==> src/battery_mode_controller_defines.svh <==
// ----------------------------------------------------------------------------
// Battery mode controller assertion macros
// Shared assertion helpers for the controller RTL.
// ----------------------------------------------------------------------------
`ifndef BATTERY_MODE_CONTROLLER_DEFINES_SVH
`define BATTERY_MODE_CONTROLLER_DEFINES_SVH

// Assert that a condition implies a consequence in the same cycle.
`define BMC_ASSERT_IMPL(label, clk, rst_n, cond, cons, msg) \
    label: assert property (@(posedge clk) disable iff (!rst_n) (cond) |-> (cons)) \
        else $error(msg);

// Assert that a condition implies a consequence in the next cycle.
`define BMC_ASSERT_NEXT(label, clk, rst_n, cond, cons, msg) \
    label: assert property (@(posedge clk) disable iff (!rst_n) (cond) |=> (cons)) \
        else $error(msg);

`endif

==> src/bmc_pkg.sv <==
// ----------------------------------------------------------------------------
// Battery mode controller package
// Modes, reason codes, contactor commands, event codes and payload types.
// ----------------------------------------------------------------------------
`default_nettype none
package bmc_pkg;

    localparam logic [2:0] MODE_STANDBY  = 3'd0;
    localparam logic [2:0] MODE_DRIVE    = 3'd1;
    localparam logic [2:0] MODE_HEATING  = 3'd2;
    localparam logic [2:0] MODE_CHARGING = 3'd3;
    localparam logic [2:0] MODE_EMPTY    = 3'd4;
    localparam logic [2:0] MODE_OVERTEMP = 3'd5;
    localparam logic [2:0] MODE_ILLEGAL  = 3'd6;
    localparam logic [2:0] MODE_CRITICAL = 3'd7;

    localparam logic [3:0] WHY_NONE     = 4'd0;
    localparam logic [3:0] WHY_COLD     = 4'd1;
    localparam logic [3:0] WHY_HOT      = 4'd2;
    localparam logic [3:0] WHY_EMPTY    = 4'd3;
    localparam logic [3:0] WHY_FULL     = 4'd4;
    localparam logic [3:0] WHY_MODULE   = 4'd5;
    localparam logic [3:0] WHY_SHUNT    = 4'd6;
    localparam logic [3:0] WHY_CHARGING = 4'd7;
    localparam logic [3:0] WHY_ILLEGAL  = 4'd8;
    localparam logic [3:0] WHY_CRITICAL = 4'd9;

    localparam logic [2:0] CMD_NONE    = 3'd0;
    localparam logic [2:0] CMD_INHIBIT = 3'd1;
    localparam logic [2:0] CMD_RELEASE = 3'd2;
    localparam logic [2:0] CMD_DRIVE   = 3'd3;
    localparam logic [2:0] CMD_CHARGE  = 3'd4;

    localparam logic [3:0] EV_TOO_COLD   = 4'd0;
    localparam logic [3:0] EV_TEMP_OK    = 4'd1;
    localparam logic [3:0] EV_TOO_HOT    = 4'd2;
    localparam logic [3:0] EV_EMPTY      = 4'd3;
    localparam logic [3:0] EV_NOT_EMPTY  = 4'd4;
    localparam logic [3:0] EV_FULL       = 4'd5;
    localparam logic [3:0] EV_IMBALANCED = 4'd6;
    localparam logic [3:0] EV_BALANCED   = 4'd7;
    localparam logic [3:0] EV_IGN_ON     = 4'd8;
    localparam logic [3:0] EV_IGN_OFF    = 4'd9;
    localparam logic [3:0] EV_CHG_START  = 4'd10;
    localparam logic [3:0] EV_CHG_END    = 4'd11;
    localparam logic [3:0] EV_MOD_DEAD   = 4'd12;
    localparam logic [3:0] EV_MODS_OK    = 4'd13;
    localparam logic [3:0] EV_SHUNT_DEAD = 4'd14;
    localparam logic [3:0] EV_SHUNT_OK   = 4'd15;

    localparam int OUT_COUNT_WIDTH = 16;

    typedef struct packed {
        logic [3:0] event_code;
        logic       ignition_on;
        logic       charge_enabled;
        logic       any_cell_full;
        logic       any_cell_empty;
        logic       battery_too_hot;
        logic       too_cold_for_charge;
        logic       packs_imbalanced;
        logic       contactors_held;
        logic       shunt_dead;
        logic       modules_alive;
    } t_event;

    typedef struct packed {
        logic [2:0]  mode;
        logic        charge_block;
        logic [3:0]  charge_block_why;
        logic        drive_block;
        logic [3:0]  drive_block_why;
        logic        heater_drive;
        logic [2:0]  contactor_cmd;
        logic        weld_check_pulse;
        logic        limit_recalc_pulse;
        logic        shunt_reset_pulse;
        logic        illegal_flag;
        logic [15:0] bad_event_count;
    } t_result;

    // Kept mode and inhibit state, excluding the counter.
    typedef struct packed {
        logic [2:0] mode;
        logic       chg;
        logic [3:0] chg_why;
        logic       drv;
        logic [3:0] drv_why;
        logic       heater;
        logic       illegal;
    } t_ctl_state;

    // Per-event actions from the decoder besides the new state.
    typedef struct packed {
        logic [2:0] cmd;
        logic       weld;
        logic       recalc;
        logic       sreset;
        logic       bad;
    } t_actions;

endpackage
`default_nettype wire

==> src/bmc_if.sv <==
// ----------------------------------------------------------------------------
// Battery mode controller channel interfaces
// Valid/ready channels for event requests and result requests.
// ----------------------------------------------------------------------------
`default_nettype none
interface bmc_event_if;
    import bmc_pkg::*;
    logic   valid;
    logic   ready;
    t_event data;
    modport source (output valid, output data, input ready);
    modport sink (input valid, input data, output ready);
endinterface

interface bmc_result_if;
    import bmc_pkg::*;
    logic    valid;
    logic    ready;
    t_result data;
    modport source (output valid, output data, input ready);
    modport sink (input valid, input data, output ready);
endinterface
`default_nettype wire

==> src/battery_mode_controller.sv <==
// ----------------------------------------------------------------------------
// Battery mode controller
// Eight-mode battery management controller with inhibit and fault tracking.
// ----------------------------------------------------------------------------
// Each accepted event request is decoded in the cycle it arrives and its
// result request appears on the output in the next cycle; one event can be
// taken every clock as long as the output side keeps up, since the single
// output register is refilled in the same cycle it is drained. The
// combinational next-state decode updates the mode register on each accept.
`default_nettype none
`include "battery_mode_controller_defines.svh"
module battery_mode_controller #(
    parameter int COUNT_WIDTH = 16
) (
    input  wire           i_clk,
    input  wire           i_rst_n,
    bmc_event_if.sink     i_event,
    bmc_result_if.source  o_result
);
    import bmc_pkg::*;

    t_ctl_state             r_state, n_state;
    t_actions               w_act;
    logic [COUNT_WIDTH-1:0] r_count, n_count;
    logic                   r_out_valid;
    t_result                r_out;
    logic                   w_accept;

    localparam logic [COUNT_WIDTH-1:0] CountMax = {COUNT_WIDTH{1'b1}};

    bmc_decode u_decode (
        .i_cur (r_state),
        .i_ev  (i_event.data),
        .o_nxt (n_state),
        .o_act (w_act)
    );

    // Accept whenever the output register is empty or drains this cycle.
    assign i_event.ready = !r_out_valid || o_result.ready;
    assign w_accept      = i_event.valid && i_event.ready;

    // Saturating count of invalid events.
    always_comb begin
        n_count = r_count;
        if (w_act.bad && r_count != CountMax) n_count = r_count + 1'b1;
    end

    // Kept state and counter.
    always_ff @(posedge i_clk) begin
        if (!i_rst_n) begin
            r_state     <= '0;
            r_count     <= '0;
            r_out_valid <= 1'b0;
        end else begin
            if (w_accept) begin
                r_state <= n_state;
                r_count <= n_count;
            end
            if (w_accept) r_out_valid <= 1'b1;
            else if (o_result.ready) r_out_valid <= 1'b0;
        end
    end

    // Result register.
    always_ff @(posedge i_clk) begin
        if (w_accept) begin
            r_out.mode               <= n_state.mode;
            r_out.charge_block       <= n_state.chg;
            r_out.charge_block_why   <= n_state.chg_why;
            r_out.drive_block        <= n_state.drv;
            r_out.drive_block_why    <= n_state.drv_why;
            r_out.heater_drive       <= n_state.heater;
            r_out.contactor_cmd      <= w_act.cmd;
            r_out.weld_check_pulse   <= w_act.weld;
            r_out.limit_recalc_pulse <= w_act.recalc;
            r_out.shunt_reset_pulse  <= w_act.sreset;
            r_out.illegal_flag       <= n_state.illegal;
            if (COUNT_WIDTH >= OUT_COUNT_WIDTH) begin
                r_out.bad_event_count <= OUT_COUNT_WIDTH'(n_count);
            end else begin
                r_out.bad_event_count <= OUT_COUNT_WIDTH'({{OUT_COUNT_WIDTH{1'b0}}, n_count});
            end
        end
    end

    assign o_result.valid = r_out_valid;
    assign o_result.data  = r_out;

    // Checks on the kept state.
    `BMC_ASSERT_NEXT(a_result_after_accept, i_clk, i_rst_n, w_accept, o_result.valid,
        "result missing after accepted event")
    `BMC_ASSERT_IMPL(a_illegal_mode_flag, i_clk, i_rst_n,
        r_state.mode == MODE_ILLEGAL, r_state.illegal, "illegal mode without flag")
    `BMC_ASSERT_IMPL(a_charge_why, i_clk, i_rst_n,
        !r_state.chg, r_state.chg_why == WHY_NONE, "charge reason without inhibit")
    `BMC_ASSERT_IMPL(a_drive_why, i_clk, i_rst_n,
        !r_state.drv, r_state.drv_why == WHY_NONE, "drive reason without inhibit")

endmodule
`default_nettype wire

==> src/bmc_decode.sv <==
// ----------------------------------------------------------------------------
// Battery mode controller next-state decode
// Applies the current mode's safety actions, then the event's transition rule.
// ----------------------------------------------------------------------------
`default_nettype none
module bmc_decode (
    input  wire bmc_pkg::t_ctl_state i_cur,
    input  wire bmc_pkg::t_event     i_ev,
    output bmc_pkg::t_ctl_state      o_nxt,
    output bmc_pkg::t_actions        o_act
);
    import bmc_pkg::*;

    t_ctl_state s;
    t_actions   a;
    logic ign, chen, full, empty, hot, cold, imb, held, sdead, alive;

    assign ign   = i_ev.ignition_on;
    assign chen  = i_ev.charge_enabled;
    assign full  = i_ev.any_cell_full;
    assign empty = i_ev.any_cell_empty;
    assign hot   = i_ev.battery_too_hot;
    assign cold  = i_ev.too_cold_for_charge;
    assign imb   = i_ev.packs_imbalanced;
    assign held  = i_ev.contactors_held;
    assign sdead = i_ev.shunt_dead;
    assign alive = i_ev.modules_alive;

    // Flat decode of mode and event.
    always_comb begin
        s = i_cur;
        a = '0;
        a.cmd = CMD_NONE;
        case (i_cur.mode)
            MODE_STANDBY: begin
                s.heater = 1'b0;
                a.weld = 1'b1;
                case (i_ev.event_code)
                    EV_TOO_COLD: begin s.chg = 1'b1; s.chg_why = WHY_COLD; end
                    EV_TEMP_OK: if (!full) begin s.chg = 1'b0; s.chg_why = WHY_NONE; end
                    EV_TOO_HOT: begin
                        s.drv = 1'b1; s.drv_why = WHY_HOT;
                        s.chg = 1'b1; s.chg_why = WHY_HOT; s.mode = MODE_OVERTEMP;
                    end
                    EV_EMPTY: begin s.drv = 1'b1; s.drv_why = WHY_EMPTY; s.mode = MODE_EMPTY; end
                    EV_NOT_EMPTY: if (!hot) begin s.chg = 1'b0; s.chg_why = WHY_NONE; end
                    EV_FULL: begin s.chg = 1'b1; s.chg_why = WHY_FULL; end
                    EV_IMBALANCED: a.cmd = CMD_INHIBIT;
                    EV_BALANCED: a.cmd = CMD_RELEASE;
                    EV_IGN_ON: begin
                        if (held) a.cmd = CMD_DRIVE;
                        s.mode = MODE_DRIVE;
                    end
                    EV_CHG_START: begin
                        if (held) a.cmd = CMD_CHARGE;
                        s.drv = 1'b1; s.drv_why = WHY_CHARGING;
                        if (cold) begin
                            s.heater = 1'b1; s.chg = 1'b1; s.chg_why = WHY_COLD;
                            s.mode = MODE_HEATING;
                        end else begin
                            s.mode = MODE_CHARGING;
                        end
                    end
                    EV_IGN_OFF, EV_CHG_END: a.bad = 1'b1;
                    EV_MOD_DEAD: begin
                        s.chg = 1'b1; s.chg_why = WHY_MODULE;
                        s.drv = 1'b1; s.drv_why = WHY_MODULE; s.mode = MODE_CRITICAL;
                    end
                    EV_SHUNT_DEAD: begin
                        s.chg = 1'b1; s.chg_why = WHY_SHUNT;
                        s.drv = 1'b1; s.drv_why = WHY_SHUNT; s.mode = MODE_CRITICAL;
                    end
                    default: ;
                endcase
            end
            MODE_DRIVE: begin
                s.drv = 1'b0; s.drv_why = WHY_NONE; s.heater = 1'b0;
                case (i_ev.event_code)
                    EV_TOO_COLD: begin s.chg = 1'b1; s.chg_why = WHY_COLD; end
                    EV_TEMP_OK: if (!full) begin s.chg = 1'b0; s.chg_why = WHY_NONE; end
                    EV_TOO_HOT: begin
                        s.drv = 1'b1; s.drv_why = WHY_HOT;
                        s.chg = 1'b1; s.chg_why = WHY_HOT; s.mode = MODE_OVERTEMP;
                    end
                    EV_EMPTY: begin s.drv = 1'b1; s.drv_why = WHY_EMPTY; s.mode = MODE_EMPTY; end
                    EV_NOT_EMPTY: if (!cold) begin s.chg = 1'b0; s.chg_why = WHY_NONE; end
                    EV_FULL: begin s.chg = 1'b1; s.chg_why = WHY_FULL; end
                    EV_IGN_ON, EV_CHG_END: a.bad = 1'b1;
                    EV_IGN_OFF: begin
                        if (imb) a.cmd = CMD_INHIBIT;
                        s.mode = MODE_STANDBY;
                    end
                    EV_CHG_START: begin
                        s.drv = 1'b1; s.drv_why = WHY_CHARGING;
                        if (held) begin
                            s.chg = 1'b1; s.chg_why = WHY_ILLEGAL;
                            s.illegal = 1'b1; s.mode = MODE_ILLEGAL;
                        end else begin
                            s.mode = MODE_CHARGING;
                        end
                    end
                    EV_MOD_DEAD: begin s.chg = 1'b1; s.chg_why = WHY_MODULE; end
                    EV_SHUNT_DEAD: begin s.chg = 1'b1; s.chg_why = WHY_SHUNT; end
                    default: ;
                endcase
            end
            MODE_HEATING: begin
                s.chg = 1'b1; s.chg_why = WHY_COLD;
                s.drv = 1'b1; s.drv_why = WHY_CHARGING; s.heater = 1'b1;
                case (i_ev.event_code)
                    EV_TEMP_OK: begin
                        s.heater = 1'b0; s.chg = 1'b0; s.chg_why = WHY_NONE;
                        s.mode = MODE_CHARGING;
                    end
                    EV_TOO_HOT: begin
                        s.heater = 1'b0; s.chg_why = WHY_HOT; s.mode = MODE_OVERTEMP;
                    end
                    EV_FULL: begin s.heater = 1'b0; s.mode = MODE_CHARGING; end
                    EV_IMBALANCED: a.cmd = CMD_CHARGE;
                    EV_BALANCED: if (held) a.cmd = CMD_RELEASE;
                    EV_CHG_START: a.bad = 1'b1;
                    EV_CHG_END: begin
                        s.heater = 1'b0;
                        if (held && ign) begin
                            s.illegal = 1'b1; s.mode = MODE_ILLEGAL;
                        end else if (empty) begin
                            s.chg = 1'b0; s.chg_why = WHY_NONE; s.mode = MODE_EMPTY;
                        end else begin
                            s.chg = 1'b0; s.chg_why = WHY_NONE;
                            s.drv = 1'b0; s.drv_why = WHY_NONE;
                            s.mode = ign ? MODE_DRIVE : MODE_STANDBY;
                        end
                    end
                    EV_MOD_DEAD: begin
                        s.chg_why = WHY_MODULE; s.drv_why = WHY_MODULE;
                        s.mode = MODE_CRITICAL;
                    end
                    EV_SHUNT_DEAD: begin
                        s.chg_why = WHY_SHUNT; s.drv_why = WHY_SHUNT;
                        s.mode = MODE_CRITICAL;
                    end
                    default: ;
                endcase
            end
            MODE_CHARGING: begin
                s.drv = 1'b1; s.drv_why = WHY_CHARGING;
                s.chg = 1'b0; s.chg_why = WHY_NONE; s.heater = 1'b0;
                a.recalc = 1'b1;
                case (i_ev.event_code)
                    EV_TOO_COLD: begin
                        s.heater = 1'b1; s.chg = 1'b1; s.chg_why = WHY_COLD;
                        s.mode = MODE_HEATING;
                    end
                    EV_TOO_HOT: begin s.chg = 1'b1; s.chg_why = WHY_HOT; s.mode = MODE_OVERTEMP; end
                    EV_FULL: begin s.chg = 1'b1; s.chg_why = WHY_FULL; end
                    EV_IMBALANCED: a.cmd = CMD_CHARGE;
                    EV_BALANCED: if (held) a.cmd = CMD_RELEASE;
                    EV_CHG_START: a.bad = 1'b1;
                    EV_CHG_END: begin
                        a.sreset = full;
                        if (held && ign) begin
                            s.chg = 1'b1; s.chg_why = WHY_ILLEGAL;
                            s.illegal = 1'b1; s.mode = MODE_ILLEGAL;
                        end else if (empty) begin
                            s.mode = MODE_EMPTY;
                        end else begin
                            s.drv = 1'b0; s.drv_why = WHY_NONE;
                            s.mode = ign ? MODE_DRIVE : MODE_STANDBY;
                        end
                    end
                    EV_MOD_DEAD: begin
                        s.chg = 1'b1; s.chg_why = WHY_MODULE; s.mode = MODE_CRITICAL;
                    end
                    EV_SHUNT_DEAD: begin
                        s.chg = 1'b1; s.chg_why = WHY_SHUNT; s.mode = MODE_CRITICAL;
                    end
                    default: ;
                endcase
            end
            MODE_EMPTY: begin
                s.drv = 1'b1; s.drv_why = WHY_EMPTY; s.heater = 1'b0;
                case (i_ev.event_code)
                    EV_TOO_COLD: begin s.chg = 1'b1; s.chg_why = WHY_COLD; end
                    EV_TEMP_OK: begin s.chg = 1'b0; s.chg_why = WHY_NONE; end
                    EV_TOO_HOT: begin s.chg = 1'b1; s.chg_why = WHY_HOT; s.mode = MODE_OVERTEMP; end
                    EV_NOT_EMPTY, EV_FULL: begin
                        s.drv = 1'b0; s.drv_why = WHY_NONE;
                        if (i_ev.event_code == EV_FULL) begin
                            s.chg = 1'b1; s.chg_why = WHY_FULL;
                        end
                        if (ign) begin
                            s.mode = MODE_DRIVE;
                        end else begin
                            if (imb) a.cmd = CMD_INHIBIT;
                            s.mode = MODE_STANDBY;
                        end
                    end
                    EV_IMBALANCED: if (!ign) a.cmd = CMD_INHIBIT;
                    EV_BALANCED: if (!ign) a.cmd = CMD_RELEASE;
                    EV_IGN_ON: if (imb) a.cmd = CMD_DRIVE;
                    EV_IGN_OFF: if (imb) a.cmd = CMD_INHIBIT;
                    EV_CHG_START: begin
                        if (!ign && imb) a.cmd = CMD_CHARGE;
                        if (cold) begin
                            s.chg = 1'b1; s.chg_why = WHY_COLD; s.heater = 1'b1;
                            s.mode = MODE_HEATING;
                        end else begin
                            s.mode = MODE_CHARGING;
                        end
                    end
                    EV_CHG_END: a.bad = 1'b1;
                    EV_MOD_DEAD: begin
                        s.chg = 1'b1; s.chg_why = WHY_MODULE;
                        s.drv_why = WHY_MODULE; s.mode = MODE_CRITICAL;
                    end
                    EV_SHUNT_DEAD: begin
                        s.chg = 1'b1; s.chg_why = WHY_SHUNT;
                        s.drv_why = WHY_SHUNT; s.mode = MODE_CRITICAL;
                    end
                    default: ;
                endcase
            end
            MODE_OVERTEMP: begin
                s.drv = 1'b1; s.drv_why = WHY_HOT;
                s.chg = 1'b1; s.chg_why = WHY_HOT; s.heater = 1'b0;
                a.recalc = 1'b1;
                case (i_ev.event_code)
                    EV_TOO_COLD: begin
                        s.chg_why = WHY_COLD;
                        if (chen) begin
                            s.mode = MODE_HEATING;
                        end else if (ign) begin
                            s.mode = MODE_DRIVE;
                        end else begin
                            if (imb) a.cmd = CMD_INHIBIT;
                            s.mode = MODE_STANDBY;
                        end
                    end
                    EV_TEMP_OK: begin
                        s.chg = 1'b0; s.chg_why = WHY_NONE;
                        if (chen) begin
                            s.mode = MODE_CHARGING;
                        end else begin
                            s.drv = 1'b0; s.drv_why = WHY_NONE;
                            if (ign) begin
                                s.mode = MODE_DRIVE;
                            end else begin
                                if (imb) a.cmd = CMD_INHIBIT;
                                s.mode = MODE_STANDBY;
                            end
                        end
                    end
                    EV_IMBALANCED: if (!ign && !chen) a.cmd = CMD_INHIBIT;
                    EV_BALANCED: if (!ign && !chen) a.cmd = CMD_RELEASE;
                    EV_IGN_ON: if (!chen && imb) a.cmd = CMD_DRIVE;
                    EV_IGN_OFF: if (!chen && imb) a.cmd = CMD_INHIBIT;
                    EV_CHG_START: if (!ign && imb) a.cmd = CMD_CHARGE;
                    EV_CHG_END: if (!ign && imb) a.cmd = CMD_INHIBIT;
                    EV_MOD_DEAD, EV_SHUNT_DEAD: begin
                        if (!ign && !chen) a.cmd = CMD_RELEASE;
                        s.mode = MODE_CRITICAL;
                    end
                    default: ;
                endcase
            end
            MODE_ILLEGAL: begin
                s.drv = 1'b1; s.drv_why = WHY_ILLEGAL;
                s.chg = 1'b1; s.chg_why = WHY_ILLEGAL; s.heater = 1'b0;
                case (i_ev.event_code)
                    EV_IGN_OFF: if (!chen) begin s.illegal = 1'b0; s.mode = MODE_STANDBY; end
                    EV_CHG_END: if (!ign) begin s.illegal = 1'b0; s.mode = MODE_STANDBY; end
                    EV_MOD_DEAD: begin s.chg_why = WHY_MODULE; s.mode = MODE_CRITICAL; end
                    EV_SHUNT_DEAD: begin s.chg_why = WHY_SHUNT; s.mode = MODE_CRITICAL; end
                    default: ;
                endcase
            end
            default: begin
                // Critical fault: leaves only when the failed unit reports back.
                s.drv = 1'b1; s.drv_why = WHY_CRITICAL;
                s.chg = 1'b1; s.chg_why = WHY_CRITICAL; s.heater = 1'b0;
                if ((i_ev.event_code == EV_MODS_OK && !sdead) ||
                    (i_ev.event_code == EV_SHUNT_OK && alive)) begin
                    if (chen) begin
                        s.chg = 1'b0; s.chg_why = WHY_NONE; s.mode = MODE_CHARGING;
                    end else if (ign) begin
                        s.mode = MODE_DRIVE;
                    end else begin
                        if (imb) a.cmd = CMD_INHIBIT;
                        s.mode = MODE_STANDBY;
                    end
                end
            end
        endcase
    end

    assign o_nxt = s;
    assign o_act = a;

endmodule
`default_nettype wire

==> src/flat_wrapper.sv <==
// flat-port wrapper written by rule: the top's interface ports become plain ports
module battery_mode_controller_flat import bmc_pkg::*;
#(
    parameter int COUNT_WIDTH = 16
)
  (i_clk, i_rst_n, i_event_valid, i_event_data, i_event_ready, o_result_valid, o_result_data, o_result_ready);
  bmc_event_if i_event_i ();
  bmc_result_if o_result_i ();
  input  wire i_clk;
  input  wire i_rst_n;
  input wire logic [$bits(i_event_i.valid)-1:0] i_event_valid;
  input wire logic [$bits(i_event_i.data)-1:0] i_event_data;
  output wire logic [$bits(i_event_i.ready)-1:0] i_event_ready;
  output wire logic [$bits(o_result_i.valid)-1:0] o_result_valid;
  output wire logic [$bits(o_result_i.data)-1:0] o_result_data;
  input wire logic [$bits(o_result_i.ready)-1:0] o_result_ready;
  assign i_event_i.valid = i_event_valid;
  assign i_event_i.data = i_event_data;
  assign i_event_ready = i_event_i.ready;
  assign o_result_valid = o_result_i.valid;
  assign o_result_data = o_result_i.data;
  assign o_result_i.ready = o_result_ready;
  battery_mode_controller #(.COUNT_WIDTH(COUNT_WIDTH)) u_core (.i_clk(i_clk), .i_rst_n(i_rst_n), .i_event(i_event_i), .o_result(o_result_i));
endmodule
==> config.mk <==
export PLATFORM = sky130hd
export DESIGN_NAME = battery_mode_controller_flat
export DESIGN_NICKNAME = d
export VERILOG_FILES = /design/src/bmc_pkg.sv /design/src/bmc_if.sv /design/src/battery_mode_controller.sv /design/src/bmc_decode.sv /design/src/flat_wrapper.sv
export VERILOG_INCLUDE_DIRS = /design/src /design/src/src
export SDC_FILE = /design/constraint.sdc
export NUM_CORES = 1
export LEC_CHECK = 0
export BUFFER_PORTS_ARGS = -buffer_cell sky130_fd_sc_hd__buf_4
export CORE_ASPECT_RATIO = 1.25
export CORE_MARGIN = 4
export CORE_UTILIZATION = 60
export DETAILED_ROUTE_END_ITERATION = 10
export HOLD_SLACK_MARGIN = 0.03
export PLACE_DENSITY = 0.79
export REMOVE_ABC_BUFFERS = 1
export SETUP_SLACK_MARGIN = 0.1
export SLEW_MARGIN = 0
export SYNTH_ARGS = -nofsm -noshare
export SYNTH_HDL_FRONTEND = slang
export SYNTH_HIERARCHICAL = 1
export SYNTH_SLANG_ARGS = --single-unit
==> constraint.sdc <==
create_clock -name i_clk -period 2.9 [get_ports i_clk]
set_input_delay 0.58 -clock i_clk [delete_from_list [all_inputs] [get_ports i_clk]]
set_output_delay 0.58 -clock i_clk [all_outputs]
set_load 0.005 [all_outputs]
# After elaboration in Yosys (flattened, before gate mapping)
# Cells that the tools add are included.
# W data, S select, Z words.
[totals]
output_inout_bits = 39
wordCells = 164
regBits = 68
[op_classes]
add_sub_neg = 1
reduce_logical = 28
eq_ne = 22
mux = 93
[op_table]
columns = ["cell", "n"]
rows = [
  ["$pmux W14 S7", 1],
  ["$pmux W5 S8", 2],
  ["$mux W5", 13],
  ["$pmux W3 S4", 5],
  ["$mux W3", 12],
  ["$pmux W3 S6", 2],
  ["$pmux W5 S7", 1],
  ["$eq A4 B4 Y1 const B", 8],
  ["$pmux W5 S6", 1],
  ["$mux W1", 29],
  ["$pmux W3 S3", 3],
  ["$pmux W5 S5", 1],
  ["$pmux W3 S7", 1],
  ["$pmux W4 S5", 1],
  ["$add A16 B1 Y16 const B", 1],
  ["$eq A4 B3 Y1 const B", 4],
  ["$mux W16", 1],
  ["$mux W8", 2],
  ["$ne A16 B16 Y1 const B", 1],
  ["$reduce_or A2 Y1", 8],
  ["$pmux W3 S5", 1],
  ["$pmux W5 S3", 1],
  ["$mux W2", 7],
  ["$pmux W4 S3", 1],
  ["other kinds (21)", 37],
]

# Depth between registers and ports, before layout
[depth]
depth_word = 6
mapped_depth = 11

# Modules after synthesis
# Netlist, hierarchy kept.
[modules_own_cells]
columns = ["module", "instances", "cells_per_inst", "seq_area_each_um2", "area_per_inst_um2"]
rows = [
  ["battery_mode_controller", 1, 250, 1751.7, 2854.0],
  ["bmc_decode", 1, 320, 0.0, 2077.0],
]

# Least setup slack after synthesis
# No wires, ideal clock.
[synth_path]
kind = "input to register"
start = "input o_result_ready"
end = "register u_core.r_out (netlist bit u_core/o_result.data[0]), enable pin"
setup_time_ns = 0.416
path_slack_ns = 0.243
arrival_time_ns = 2.242
path_stages = 4
n_path_buf = 1
path_cell_list = "nand2b_1 -> nand2_1 -> clkinv_1 -> clkbuf_1"
[synth_via]
elab_chain_len = 2
[synth_rtl]
columns = ["element", "line", "text"]
rows = [
  ["start: declaration", "flat_wrapper.sv:16", "input wire logic [$bits(o_result_i.ready)-1:0] o_result_ready;"],
  ["$logic_or A1 B1 Y1", "battery_mode_controller.sv:39", "assign i_event.ready = !r_out_valid || o_result.ready;"],
  ["$logic_and A1 B1 Y1", "battery_mode_controller.sv:40", "assign w_accept = i_event.valid && i_event.ready;"],
  ["named net u_core.w_accept", "battery_mode_controller.sv:27", "logic w_accept;"],
  ["end: declaration", "battery_mode_controller.sv:26", "t_result r_out;"],
]
# The timed path passes the listed nets, and every way through them passes these cells.
# A chain may end at the register's enable or synchronous reset.

==> impl_metrics.yaml <==
outcome:
  outcome: "completed"
finish:
  regArea_sq_um: 1730
  diodes: 0
  drive_gt1_share_pct: 21.6
  fin_nets: 635
  syn_to_final_growth_pct: 13.1
  multi_input_area_sq_um: 2750
  fillers: 626
  final_area_sq_um: 5540
  stdcell_count: 716
pwr:
  power.leakage_nw: 2.14
  ir_drop_v: 0.000401
  finalPower_w: 0.00247
  power_density_nw_per_um2: 446
global_routing:
  grt_max_degree: 39
  antenna_found_initial: 0
  globalRouteTotalUtil_pct: 32.6
  grt-ovfl-total: 0
  grt_pass1_vias: 4705
  grt_pass1_wl_um: 24300
timing:
  fin_skew_ps: 12.5
  finalMaxSlewViolations: 0
  period_needed_ps: 2640
  max_freq_mhz: 378
  hold_viol_final: 0
  period_share_pct: 91.1
  timing.slew.headroom_pct: 42.6
  rsz0062_at_grt: "false"
  setup_viol: 0
  hold_ws_ps: 462
  worstMarginPinSlew_ps: 860
setup_path:
  crit_required_ps: 3190
  worstPathArrival_ps: 2930
  cp_max_fo: 9
  path_class: "register to register"
  cp-end-kind: "register"
  cp-start-kind: "register"
die:
  ios: 57
  core.rowCount: 36
  fp.coreArea_sq_um: 7880
  fp.dieArea_sq_um: 9680
  start_util_pct: 62.1
  die_w_um: 88.8
  die_y_um: 109
flow_run:
  cap_violations: 0
placed_design:
  dpl_cell_area_sq_um: 5330
  dpl.hpwl_um: 10600
  dp.cells: 700
  numPortBuffers: 56
  place_congestion: 1.13
clock_tree:
  clockBufferDepth: 2
  cts.htree.levels: 3
  worstSkewPairLatency_ps: 360
  cts.sinks: 68
  path_clk_slew_ps: 80
  cts_tree: "done"
  cts_root_buffer: "clkbuf_8"
  postCtsSetupBuffers: 0
  hold_buffers: 0
  ctsResizeCount: 0
  numCtsBuffers: 9
drt:
  drc_errors: 0
  vias: 4929
  drt_pass1_iterations: 6
  wire_per_inst_um: 21.2
  ant_nets: 0
  finalWirelength_um: 15200
  drt_iter0_markers: 654
  routed_via_density: 6.88
synthesis:
  syn_area_sq_um: 4900
  avgSynthCellArea_sq_um: 8.65
  ys_warn_count: 6
  syn_inst: 566
min_path:
  hp-class: "register to register"
==> worst paths after layout <==
path                       from                  to  slack (ps)  depth (start not counted)
max          u_core/r_state[12]  u_core/r_count[13]         260                          9
min           u_core/r_state[6]   u_core/r_state[6]         460                          2
max reg2reg  u_core/r_state[12]  u_core/r_count[13]         260                          9
min reg2reg   u_core/r_state[6]   u_core/r_state[6]         460                          2
==> report_power, final <==
group | switching [W] | leakage, nW | internal (W) | total, W
registers | 0.0000314 | 0.620 | 0.00108 | 0.00111
logic | 0.000326 | 1.42 | 0.000217 | 0.000543
clock network | 0.000413 | 0.100 | 0.000402 | 0.000815
==> routing by layer <==
| metal | GRT usage, % | share of wire [%] |
|---|---|---|
| met4 | 17.6 | 5.0 |
| met3 | 5.14 | 9.7 |
| met5 | 0 | 0 |
| met1 | 41.0 | 38 |
| met2 | 53.1 | 48 |
==> cells in the final DEF (no fill, tap or decap), drive strengths merged, types with 17 or more instances in the layout <==
cell / n
a21oi: 57
buf: 89
dfxtp: 31
edfxtp: 37
inv: 17
nand2: 75
nand2b: 19
nor2: 30
o21ai: 35
==> flip-flops by register name, summed over array words and instances, names as in the netlist <==
register               count
u_core/r_count            16
u_core/o_result.valid      1
u_core/o_result.data      37
u_core/r_state            14
==> cell type report <==
type                       instances  area share [%]
inverter                          15            1.02
clock buffer                       9            2.24
sequential                        68            31.3
multi-input combinational        433            49.7
tap                               95            2.15
clock inverter                     7            1.33
timing repair buffer              89            12.3
==> metrics by stage <==
step | util [%] | setup TNS, ps | setup slack, ps
final | 70.3 | 0 | 257
after global routing | 70.3 | 0 | 111
after CTS | 70.2 | 0 | 292
after detailed placement | 67.7 | 0 | 103
after global placement | 67.7 | 0 | 213
after floorplan | - | -10280 | -235
==> worst max-delay path, stage by stage, from the launching register on <==
cell,delay [ps]
dfxtp_1,440
buf_4,230
a21oi_1,150
o311ai_0,170
a21oi_1,320
and3_1,250
nand4_1,210
buf_4,240
nor4_1,370
mux2i_1,220
(Power assumes the default switching activity.)
